### src/design/cwc_pkg.sv
// Package for the cluster weighted centroid core: widths, defaults, register indexes.
// No dependencies.
package cwc_pkg;
   localparam int MaxPixelsDefault = 64;
   localparam int CsrIndexWidth = 2;
   localparam int CsrDataWidth = 40;
   localparam logic [CsrIndexWidth-1:0] CSR_MIN_PIXELS = 2'd0;
   localparam logic [CsrIndexWidth-1:0] CSR_MAX_PIXELS = 2'd1;
   localparam logic [CsrIndexWidth-1:0] CSR_VAR_FLOOR  = 2'd2;
   localparam logic [6:0]  MinPixelsReset = 7'd1;
   localparam logic [6:0]  MaxPixelsReset = 7'd64;
   localparam logic [39:0] VarFloorReset  = 40'd6400;
   localparam int DivWidth = 64;
endpackage

### src/design/cwc_sqrt.sv
// Iterative floor square root of a 64-bit value, two radicand bits per cycle.
// Depends on cwc_pkg.
module cwc_sqrt (
   input  logic                          clock,
   input  logic                          reset,
   input  logic                          start,
   input  logic [cwc_pkg::DivWidth-1:0]  radicand,
   output logic                          done,
   output logic [31:0]                   root
);
   logic [63:0] rad_ff;
   logic [33:0] rem_ff;
   logic [31:0] root_ff;
   logic [5:0]  cnt_ff;
   logic        busy_ff, done_ff;
   logic [33:0] trial, test;

   assign trial = {rem_ff[31:0], rad_ff[63:62]};
   assign test  = trial - {root_ff, 2'b01};

   always_ff @(posedge clock) begin
      if (reset) begin
         busy_ff <= 1'b0;
         done_ff <= 1'b0;
         cnt_ff  <= '0;
      end else begin
         done_ff <= 1'b0;
         if (start) begin
            busy_ff <= 1'b1;
            cnt_ff  <= 6'd32;
            rad_ff  <= radicand;
            rem_ff  <= '0;
            root_ff <= '0;
         end else if (busy_ff) begin
            rad_ff <= {rad_ff[61:0], 2'b00};
            if (!test[33]) begin
               rem_ff  <= test;
               root_ff <= {root_ff[30:0], 1'b1};
            end else begin
               rem_ff  <= trial;
               root_ff <= {root_ff[30:0], 1'b0};
            end
            cnt_ff <= cnt_ff - 6'd1;
            if (cnt_ff == 6'd1) begin
               busy_ff <= 1'b0;
               done_ff <= 1'b1;
            end
         end
      end
   end
   assign done = done_ff;
   assign root = root_ff;
endmodule

### config.mk
export PLATFORM = sky130hd
export DESIGN_NAME = cwc_sqrt
export DESIGN_NICKNAME = d
export VERILOG_FILES = /design/src/design/cwc_pkg.sv /design/src/design/cwc_sqrt.sv
export SDC_FILE = /design/constraint.sdc
export NUM_CORES = 1
export LEC_CHECK = 0
export ABC_CLOCK_PERIOD_IN_PS = 9180
export BUFFER_PORTS_ARGS = -buffer_cell sky130_fd_sc_hd__buf_2
export CORE_ASPECT_RATIO = 0.8
export CORE_MARGIN = 5
export CORE_UTILIZATION = 50
export CTS_BUF_LIST = sky130_fd_sc_hd__clkbuf_4 sky130_fd_sc_hd__clkbuf_8
export DETAILED_ROUTE_END_ITERATION = 10
export GPL_TIMING_DRIVEN = 1
export PLACE_DENSITY = 0.71
export SLEW_MARGIN = 20
export SYNTH_ARGS = -nofsm -noshare
export SYNTH_HDL_FRONTEND = slang
export SYNTH_SLANG_ARGS = --single-unit
### constraint.sdc
create_clock -name clock -period 9.18 [get_ports clock]
set_clock_uncertainty 0.05 [all_clocks]
set_input_delay 0.918 -clock clock [delete_from_list [all_inputs] [get_ports clock]]
set_output_delay 0.918 -clock clock [all_outputs]
set_load 0.005 [all_outputs]
Word level (Yosys, flattened, before mapping)
Cells that the tools add are included.

Register bits: 136. Latch bits: 0. Memory bits (writable): 0. Bits in read-only memories: 0. Bits of input ports: 67. Output and inout port bits: 33. Memories kept: 0.

$add $sub $neg: 2. Multipliers: 0. Divide/modulo/power cells: 0. Order comparisons: 0. Eq/ne operators: 1. Shift-type cells: 0. Muxes and demuxes: 12. Bitwise gates (word level): 2. Reduce and logical (&&, ||, !) cells: 4.

Operators with widths (count): 64-bit two-way mux (2); 32-bit two-way mux (3); 34-bit subtractor (1); 6-bit two-way mux (2); 6-bit by 1-bit == test with 1-bit output, second input constant (1); 6-bit by 1-bit subtractor with 6-bit output, second input constant (1); 1-bit two-way mux (5); 3-bit OR reduction (1); 1-bit inverter (2); 2-bit AND reduction (1); 2-bit nonzero test (1); 2-bit OR reduction (1).

Longest topological paths before layout
Depth in word-level cells: 4. Mapped depth: 13.

Worst setup path before layout
Ideal clock, no wire load.

Path type: input to register. Start point: input port start. End point: register rad_ff[0] (enable). Library setup time: 0.661 ns. Arrival: 7.499 ns. Data required time: 8.469 ns. Setup slack: 0.970 ns. Stages: 3. Cell sequence: clkbuf_1 > inv_1 > a21oi_1.

Longest elaborated chain between the ends: 2.

RTL lines: start: declaration (RTL line cwc_sqrt.sv:6) `input logic start,`; 2-bit nonzero test (no line); 2-bit AND reduction (no line); end signal: assignment (RTL line cwc_sqrt.sv:31) `rad_ff <= radicand;`; end signal: assignment (RTL line cwc_sqrt.sv:35) `rad_ff <= {rad_ff[61:0], 2'b00};`; end: declaration (RTL line cwc_sqrt.sv:11) `logic [63:0] rad_ff;`.

Every way passes these cells. A chain may end at the register's enable or synchronous reset.

Worst setup path after layout
Start point: input port start. End point: register rem_ff[12] (enable).

Longest elaborated chain between the ends: 2.

RTL lines: 2-bit nonzero test (no line); 2-bit AND reduction (no line); end signal: assignment (RTL line cwc_sqrt.sv:37) `rem_ff <= test;`; end signal: assignment (RTL line cwc_sqrt.sv:40) `rem_ff <= trial;`; end: declaration (RTL line cwc_sqrt.sv:12) `logic [33:0] rem_ff;`.

Every way passes these cells.

==> run summary <==
Cell chosen for the clock root -> clkbuf_8
Antenna violations before repair -> 4
Power density over cell area -> 193 nW/µm²
Sequential element share of the synthesized area -> 53.3%
Count of cell types in the netlist -> 56
Seq. cell area -> 4000 µm²
Number of setup buffers added after CTS -> 0
Number of flops mapped to enable cells by yosys -> 128
Worst Setup Start Kind -> input port
Worst hold-check path type -> reg -> reg
Global placement routability congestion -> 0.867
Std-Cell Rows -> 40
Outcome -> finished, final reports clean
Number of buffers created by CTS -> 17
Placement-stage worst setup slack -> 4.31 ns
Leading cell types by total area after synthesis -> edfxtp_1 (51%), mux2_2 (9.3%), ha_1 (5.7%)
CTS H-tree depth -> 4
GR Overflow Total -> 0
Post-synthesis area per instance -> 11.1 µm²
Yosys warns -> 0
Maximum achievable frequency -> 232 MHz
Die area -> 17600 µm²
Global-route layer with the greatest usage -> met2
CORE AREA -> 14900 µm²
Critical Path End Type -> flop
Most frequent cells in the layout -> edfxtp_1 (128), buf_2 (98), nor2_1 (64)
Cell count after synthesis -> 674
Met3 GRT Util -> 7.36%
Final count of pins violating max slew -> 0
CP Data Required Time -> 9.23 ns
Unrepaired setup endpoints after global routing -> false
Number of detailed-routing iterations run before antenna repair -> 5
Period utilisation layout -> 47.0%
Total power consumption of the routed design -> 1.66 mW
Net Count, Synth -> 775
Cell Area, Synth -> 7510 µm²
Wire length of the first global-routing pass -> 25000 µm
Number of violations reported at the end of detailed-routing iteration 0 -> 312
Number of fillers in the final layout -> 1232
Kind of critical path -> in -> reg
Total global-route track usage -> 17.6%
Worst-Skew Late Latency -> 0.46 ns
Pin count of the biggest net entering global routing -> 89
Total Nets Final -> 867
Post-layout minimum cycle time -> 4.31 ns
Placed wire-length estimate -> 10800 µm
Worst setup slack after layout -> 4.87 ns
Worst endpoint data arrival time -> 4.36 ns
Max-Slew Margin vs Limit -> 32.8%
Most common library cell in the layout ignoring fill and taps -> edfxtp_1
CTS Sinks -> 136
Vias in the first global route -> 5309
Grt met2 use -> 27.5%
Detailed-route wire length -> 15300 µm
Hold Vio Cnt, Final -> 0
Leakage power -> 3.42 nW
Synth top area share -> 51.2%
Slew at the pin closest to its max-slew limit -> 1.01 ns
Top flip-flop cell by instance count after synthesis -> edfxtp_1
Via Count -> 5327
Largest voltage drop on the vdd net -> 154 µV
Crit Path Max Fanout -> 88
Effective utilization at floorplan -> 50.5%
Met1 track utilization from global routing -> 22.4%
Vert. Die Dim -> 120 µm
Remaining antenna violation count -> 0
Syn-to-layout area delta -> 14.2%
Library cell with the largest summed area after synthesis -> edfxtp_1
Area occupied by multi-input gates -> 3250 µm²
Number of instances in the placed design -> 936
Non-Filler Instances -> 969
Vias per std cell -> 5.50
Port Buffers -> 99
DRC violations left -> 0
CTS tree -> yes
Async SR Flop Fraction -> 0%
Setup slack of the worst register-to-register path -> 5.59 ns
Ports placed on the boundary -> 100
Fraction of layout instances using a drive strength above 1 -> 26.3%
Maximum clock path buffer count -> 2
Post-CTS Resized -> 0
Max capacitance violation total -> 0
Register bit total from synthesis -> 136
Total of endpoints with negative setup slack in the final report -> 0
Detailed-route wire length per cell -> 15.8 µm
Clk pin slew, worst setup/hold paths -> 0.08 ns
Die Width -> 147 µm
Hold-fix buffers at CTS -> 0
Accumulated negative setup slack -> 0 ns
routing by layer:
metal / vias to the layer above / wire, µm
met5: - / 30
met2: 140 / 6880
met1: 2505 / 6950
li1: 2655 / -
met3: 21 / 1220
met4: 6 / 189
synthesized netlist by cell type, drive strengths merged (2+ instances only):
cell     number
a2111oi       2
a211o         3
a211oi        6
a21boi        6
a21o         14
a21oi        54
a221oi        2
a2bb2oi       2
a31oi         3
and2          8
and3          5
and4          2
buf           8
clkbuf       22
dfxtp         8
edfxtp      128
ha           34
inv          42
mux2         62
mux2i         3
nand2        63
nand2b        2
nand3        20
nand3b        4
nand4         6
nor2         64
nor2b         4
nor3         12
o2111ai       3
o211ai        7
o21a          4
o21ai        20
o31a          2
o31ai         4
or2           3
or4           4
xnor2        15
xor2         10
sequential cells by signal, indices dropped and copies added, names as in the netlist:
name and cells:
root 32, rem_ff 32, busy_ff 1, cnt_ff 6
done 1, rad_ff 64
area by class of cell:
type	count	share of cell area (%)
sequential	136	46.7
multi-input combinational	466	37.9
timing repair buffer	103	6.16
clock buffer	18	2.82
tap	189	2.76
clock inverter	14	1.87
inverter	42	1.84
antenna	1	0.0292
worst max-delay path: stages:
cell and delay (ns):
buf_4 0.73, inv_1 0.46, a21oi_4 0.89, buf_4 0.76, buf_4 0.55
worst paths after layout:
path,start,endpoint,depth (start not counted)
max,start,rem_ff[12],5
min,cnt_ff[0],cnt_ff[0],2
max reg2reg,rem_ff[22],rem_ff[29],10
min reg2reg,cnt_ff[0],cnt_ff[0],2
cells by family (layout without fill, tap and decap cells):
logic type | Yosys count | after routing | synth area share (%)
buf+inv | 72 | 177 | 3.72
compound gates | 141 | 141 | 12.4
mux | 65 | 65 | 9.70
other cells | 0 | 1 | 0
flops | 136 | 136 | 53.3
simple gates | 201 | 201 | 12.3
fa+ha+maj | 34 | 34 | 5.66
xor+xnor | 25 | 25 | 2.92
per-stage QoR:
step                util, %  hold slack (ns)  area [µm²]
detailed placement     55.0            0.456        8170
global route           57.7            0.503        8580
global placement       55.0            0.422        8170
CTS                    57.7            0.468        8570
finish                 57.7            0.463        8580
floorplan                 -            0.411        7510
report_power, final:
group	total, mW	internal [mW]	switching (mW)
clock	0.507	0.251	0.257
combinational	0.386	0.160	0.226
sequential	0.763	0.742	0.0206
Note: power is estimated with default switching activity, not from simulation.
