<file path="config.mk">
export PLATFORM = sky130hd
export DESIGN_NAME = cwc_divider
export DESIGN_NICKNAME = d
export VERILOG_FILES = /design/src/design/cwc_pkg.sv /design/src/design/cwc_divider.sv
export SDC_FILE = /design/constraint.sdc
export NUM_CORES = 1
export LEC_CHECK = 0
export BUFFER_PORTS_ARGS = -buffer_cell sky130_fd_sc_hd__buf_4
export CAP_MARGIN = 0
export CELL_PAD_IN_SITES_DETAIL_PLACEMENT = 0
export CELL_PAD_IN_SITES_GLOBAL_PLACEMENT = 1
export CORE_AREA = 10 10 90 170
export DETAILED_ROUTE_END_ITERATION = 10
export DIE_AREA = 0 0 100 180
export PLACE_DENSITY = 0.91
export SETUP_SLACK_MARGIN = 0.1
export SLEW_MARGIN = 5
export SYNTH_ARGS = -nofsm -noshare
export SYNTH_HDL_FRONTEND = slang
export SYNTH_SLANG_ARGS = --single-unit
</file>
<file path="constraint.sdc">
create_clock -name clock -period 9.5 [get_ports clock]
set_clock_uncertainty 0.15 [all_clocks]
set_input_delay 0.475 -clock clock [delete_from_list [all_inputs] [get_ports clock]]
set_output_delay 0.475 -clock clock [all_outputs]
set_load 0.005 [all_outputs]
</file>
<file path="src/design/cwc_pkg.sv">
// Package for the cluster weighted centroid core: widths, defaults, register indexes.
// No dependencies.
package cwc_pkg;
   localparam int MaxPixelsDefault = 64;
   localparam int CsrIndexWidth = 2;
   localparam int CsrDataWidth = 40;
   localparam logic [CsrIndexWidth-1:0] CSR_MIN_PIXELS = 2'd0;
   localparam logic [CsrIndexWidth-1:0] CSR_MAX_PIXELS = 2'd1;
   localparam logic [CsrIndexWidth-1:0] CSR_VAR_FLOOR  = 2'd2;
   localparam logic [6:0]  MinPixelsReset = 7'd1;
   localparam logic [6:0]  MaxPixelsReset = 7'd64;
   localparam logic [39:0] VarFloorReset  = 40'd6400;
   localparam int DivWidth = 64;
endpackage

</file>
<file path="src/design/cwc_divider.sv">
// Iterative restoring divider, one quotient bit per cycle, unsigned 64 / 22.
// Depends on cwc_pkg.
module cwc_divider (
   input  logic                          clock,
   input  logic                          reset,
   input  logic                          start,
   input  logic [cwc_pkg::DivWidth-1:0]  dividend,
   input  logic [21:0]                   divisor,
   output logic                          done,
   output logic [cwc_pkg::DivWidth-1:0]  quotient
);
   localparam int W = cwc_pkg::DivWidth;
   logic [W-1:0] quo_ff;
   logic [22:0]  rem_ff;
   logic [6:0]   cnt_ff;
   logic         busy_ff, done_ff;
   logic [22:0]  trial;
   logic [22:0]  diff;

   assign trial = {rem_ff[21:0], quo_ff[W-1]};
   assign diff  = trial - {1'b0, divisor};

   always_ff @(posedge clock) begin
      if (reset) begin
         busy_ff <= 1'b0;
         done_ff <= 1'b0;
         cnt_ff  <= '0;
      end else begin
         done_ff <= 1'b0;
         if (start) begin
            busy_ff <= 1'b1;
            cnt_ff  <= 7'(W);
            quo_ff  <= dividend;
            rem_ff  <= '0;
         end else if (busy_ff) begin
            if (!diff[22]) begin
               rem_ff <= diff;
               quo_ff <= {quo_ff[W-2:0], 1'b1};
            end else begin
               rem_ff <= trial;
               quo_ff <= {quo_ff[W-2:0], 1'b0};
            end
            cnt_ff <= cnt_ff - 7'd1;
            if (cnt_ff == 7'd1) begin
               busy_ff <= 1'b0;
               done_ff <= 1'b1;
            end
         end
      end
   end
   assign done = done_ff;
   assign quotient = quo_ff;
endmodule

</file>
[After elaboration in Yosys (flattened, before gate mapping)]
Cells that the tools add are included.
Word-level totals
  register bits: 95
  bits in latches: 0
  RAM bits: 0
  bits in read-only memories: 0
  bits of input ports: 89
  output and inout bits: 65
  logic and storage cells: 26
  memories kept: 0
Operators by class
  $add $sub $neg: 2
  $mul: 0
  div/mod/pow operators: 0
  order comparisons: 0
  eq/ne operators: 1
  shift-type cells: 0
  multiplexer cells: 11
  bitwise logic cells: 2
  reduce and logical (&&, ||, !) cells: 4
Operator list (number)
  64-bit 2-to-1 mux: 2
  22-bit 2-to-1 mux: 2
  23-bit by 22-bit subtractor with 23-bit output: 1
  7-bit 2-to-1 mux: 2
  7-bit by 1-bit == test with 1-bit output, second input constant: 1
  7-bit by 1-bit subtractor with 7-bit output, second input constant: 1
  1-bit 2-to-1 mux: 5
  3-bit OR reduction: 1
  1-bit inverter: 2
  2-bit AND reduction: 1
  2-bit nonzero test: 1
  2-bit OR reduction: 1

[Depth between registers and ports, before layout]
  depth in word-level cells: 4
  depth in mapped cells: 13

[Worst setup path after synthesis]
No wires, ideal clock.
  kind: input port to flip-flop
  start: input port start
  end: register quo_ff[0], in the netlist quotient[0], enable pin
  setup time: 0.532 ns
  arrival time: 4.711 ns
  data required time: 8.818 ns
  setup slack: 4.106 ns
  cell stages on the path: 4
  path buffers: 2
  cell sequence: clkbuf_1 clkbuf_1 nor2_1 nor2_1
Between the ends
  longest elaborated chain between the ends: 2
RTL lines
  start: declaration: RTL line cwc_divider.sv:6  | input logic start,
  2-bit nonzero test (no source line)
  2-bit AND reduction (no source line)
  end signal: assignment: RTL line cwc_divider.sv:33  | quo_ff <= dividend;
  end signal: assignment: RTL line cwc_divider.sv:38  | quo_ff <= {quo_ff[W-2:0], 1'b1};
  end signal: assignment: RTL line cwc_divider.sv:41  | quo_ff <= {quo_ff[W-2:0], 1'b0};
  end: declaration: RTL line cwc_divider.sv:13  | logic [W-1:0] quo_ff;
No other way between the ends.
A chain may end at the register's enable or synchronous reset.

[Final worst setup path]
  start: register quo_ff[63], in the netlist quotient[63]
  end: register rem_ff[14], data pin
Between the ends
  longest elaborated chain between the ends: 3
RTL lines
  23-bit by 22-bit subtractor with 23-bit output: RTL line cwc_divider.sv:21  | assign diff = trial - {1'b0, divisor};
  22-bit 2-to-1 mux: RTL line cwc_divider.sv:36  | if (!diff[22]) begin
  22-bit 2-to-1 mux: RTL line cwc_divider.sv:35  | end else if (busy_ff) begin
  end signal: assignment: RTL line cwc_divider.sv:37  | rem_ff <= diff;
  end signal: assignment: RTL line cwc_divider.sv:40  | rem_ff <= trial;
  end: declaration: RTL line cwc_divider.sv:14  | logic [22:0] rem_ff;
No other way between the ends. The select of a mux whose other input is x is not followed.

==> flow_summary.ini <==
[status]
status = finished, final reports clean

[synth]
ys.warnings.count = 0
async_reset_ff_frac = 0
synth_top_cell_by_area = edfxtp_1
synth-edff-count = 86
syn-mean-instance-area_sq_um = 12.2
syn_nets = 554
seq_area_frac_synth = 0.513
synth_top_area_share = 0.480
yosysUniqueCellTypes = 51
ys_top_cells_by_area = edfxtp_1 48%, mux2_2 13%, ha_1 5.6%
synth_seq_cells = 95
syn_area_sq_um = 5380
synth_cells = 440
ys.flop_type = edfxtp_1

[routing]
drc_errors = 0
wire_per_inst_um = 19.4
dr_total_vias = 3980
firstDrtPassIters = 4
drt_iter0_drc = 137
antenna_left = 0
wirelength_mm = 14.4
vias_per_cell = 5.37

[clock_tree]
cts_resized = 0
cts.sinks = 95
cts.hold.buffers_added = 0
clockBufferDepth = 2
cts_setup_buffers = 0
clkSlewWorstSetupHoldPaths_ps = 70
htree_levels = 3
cts_made_buffers = 9
clock_latency_ps = 340
cts_tree = yes
root_buffer = clkbuf_16

[critical_path]
critPathMaxFanout = 28
crit_arrival_ps = 3410
worstSetupPathType = reg -> reg
crit_start = quotient[63]$_DFFE_PP_
cp_slowest_cell = xnor2_4
reg2reg_to = rem_ff[14]$_SDFFCE_PP0P_
required_ps = 9410
path_cells = inv_1 -> ha_1 -> inv_1 -> fa_1 -> a21oi_1 -> o21ai_0 -> nand3_1 -> a211oi_2 -> a311oi_4 -> xnor2_4 -> mux2i_1 -> nor2_1
max_stage_delay_ps = 840
rrSetupSlack_ps = 6000
end_kind = flip-flop
r2r-start = quotient[63]$_DFFE_PP_
cpMostUsedCell = inv_1
r2r_cells = 12
start_kind = flip-flop

[run]
max_cap_violations = 0

[die]
die-width_um = 100
start_util = 0.429
die_h_um = 180
io_pins = 154
num_rows = 58
fp.dieArea_sq_um = 18000
core_sq_um = 12600

[pwr]
vdd_drop_max_v = 0.000130
power.density_nw_per_um2 = 168
p_total_mw = 1.16
power.leakage_nw = 2.90

[final_layout]
final_cell_count_no_fill = 741
final_util = 0.550
drive_above_1_share = 0.416
final_cell_mix = 155 x buf_4, 86 x edfxtp_1, 64 x mux2_2, 40 x nor2_1, 29 x inv_1
fill_cells = 1085
multiInputGateArea_sq_um = 2410
layout_commonest_cell = buf_4
nets = 700
seq_area_sq_um = 2760
insertedDiodeCount = 0
fin_area_sq_um = 6910
syn_to_final_growth_pct = 28.3

[worst_hold_path]
hold_class = in -> reg
whs_path_depth = 2
hold_end = cnt_ff[6]$_SDFFE_PP0N_
min-delay-start = reset

[timing]
final.setup.tns_ps = 0
setup_slack_ps = 6000
max_freq_mhz = 285
tightest_slew_ps = 1060
finalCritPeriodShare = 0.369
rsz0062_at_grt = false
relSlewSlack = 0.293
finalHoldViolCount = 0
holdWs_ps = 177
min_period_ps = 3500
setup_viol = 0
maxSlewViolCount = 0

[place]
dp_cells = 725
dpl-instance-area_sq_um = 6630
numPortBuffers = 153
place_congestion = 0.866
pre_cts_slack_ps = 5800
dpl.hpwl_mm = 11.2

[global_route]
grt_pass1_wl_mm = 23.3
antenna_found_initial = 0
grt_pass1_vias = 4528
grt_max_degree = 85
grt_overflow = 0
grt_usage = 0.160
==> worst max-delay path by stage <==
stage / endpoint / cells past startpoint
2_1_floorplan: quotient[0]$_DFFE_PP_ / 4
3_3_place_gp: rem_ff[8]$_SDFFCE_PP0P_ / 12
3_5_place_dp: rem_ff[5]$_SDFFCE_PP0P_ / 12
4_1_cts: rem_ff[11]$_SDFFCE_PP0P_ / 12
5_1_grt: rem_ff[7]$_SDFFCE_PP0P_ / 12
6_report: rem_ff[14]$_SDFFCE_PP0P_ / 12
==> state kept, by name, indices dropped and copies added (netlist names) <==
name / flops
done: 1
rem_ff: 22
quotient: 64
busy_ff: 1
cnt_ff: 7
==> power by group <==
group / internal (mW) / switching, mW
clock: 0.179 / 0.162
sequential: 0.500 / 0.0198
combinational: 0.151 / 0.151
==> cells by family (layout without fill, tap and decap cells) <==
kind of cell	Yosys count	after routing	synth area share
buffers and inverters	49	200	0.0407
adder cells (fa/ha/maj)	25	25	0.0595
multiplexers	81	81	0.166
AO/OA/AOI/OAI	71	71	0.0946
flip-flops	95	95	0.513
XOR/XNOR	25	25	0.0442
AND/OR/NAND/NOR	94	94	0.0818
==> cells in the mapped netlist, types with 2 or more instances <==
| cell | instances |
|---|---|
| and2_1 | 3 |
| a211oi_1 | 6 |
| nor4b_1 | 2 |
| mux2i_1 | 16 |
| xnor2_1 | 17 |
| nor2b_1 | 2 |
| clkbuf_1 | 12 |
| nand3_1 | 6 |
| and3_1 | 3 |
| a211oi_2 | 2 |
| o2111ai_1 | 3 |
| a31oi_1 | 4 |
| nor2_1 | 41 |
| buf_2 | 4 |
| o21a_1 | 4 |
| nand2_1 | 19 |
| mux2_2 | 64 |
| nand4_1 | 3 |
| xor2_1 | 7 |
| or2_2 | 2 |
| o21ai_0 | 9 |
| a21boi_0 | 2 |
| a21oi_1 | 20 |
| nand2b_1 | 4 |
| ha_1 | 24 |
| buf_6 | 4 |
| inv_1 | 29 |
| a21o_1 | 9 |
| nor3_1 | 4 |
| dfxtp_1 | 9 |
| edfxtp_1 | 86 |
==> layout make-up <==
class	instances	share of cell area
Timing Repair Buffer	155	0.169
Inverter	29	0.0158
Sequential cell	95	0.400
Clock inverter	6	0.00670
Multi-Input combinational cell	296	0.349
Clock buffer	10	0.0332
Tap cell	150	0.0272
==> critical path, delay by kind of cell, from the launching register on <==
family	cells	cell delay (ps)
buffers and inverters	2	130
xor gates and xnor gates	1	840
muxes	1	280
adders and majority gates	2	390
AOI/OAI and AO/OA	4	780
DFF	1	380
and+or+nand+nor	2	230
==> routing by layer <==
metal	global-route usage	vias to the layer above	routed length [um]
li1	-	1912	-
met1	0.158	1901	5080
met2	0.284	145	7570
met3	0.0733	22	1410
met4	0.0540	0	321
met5	0	-	0
No activity file was read; power rests on OpenSTA's default activity.
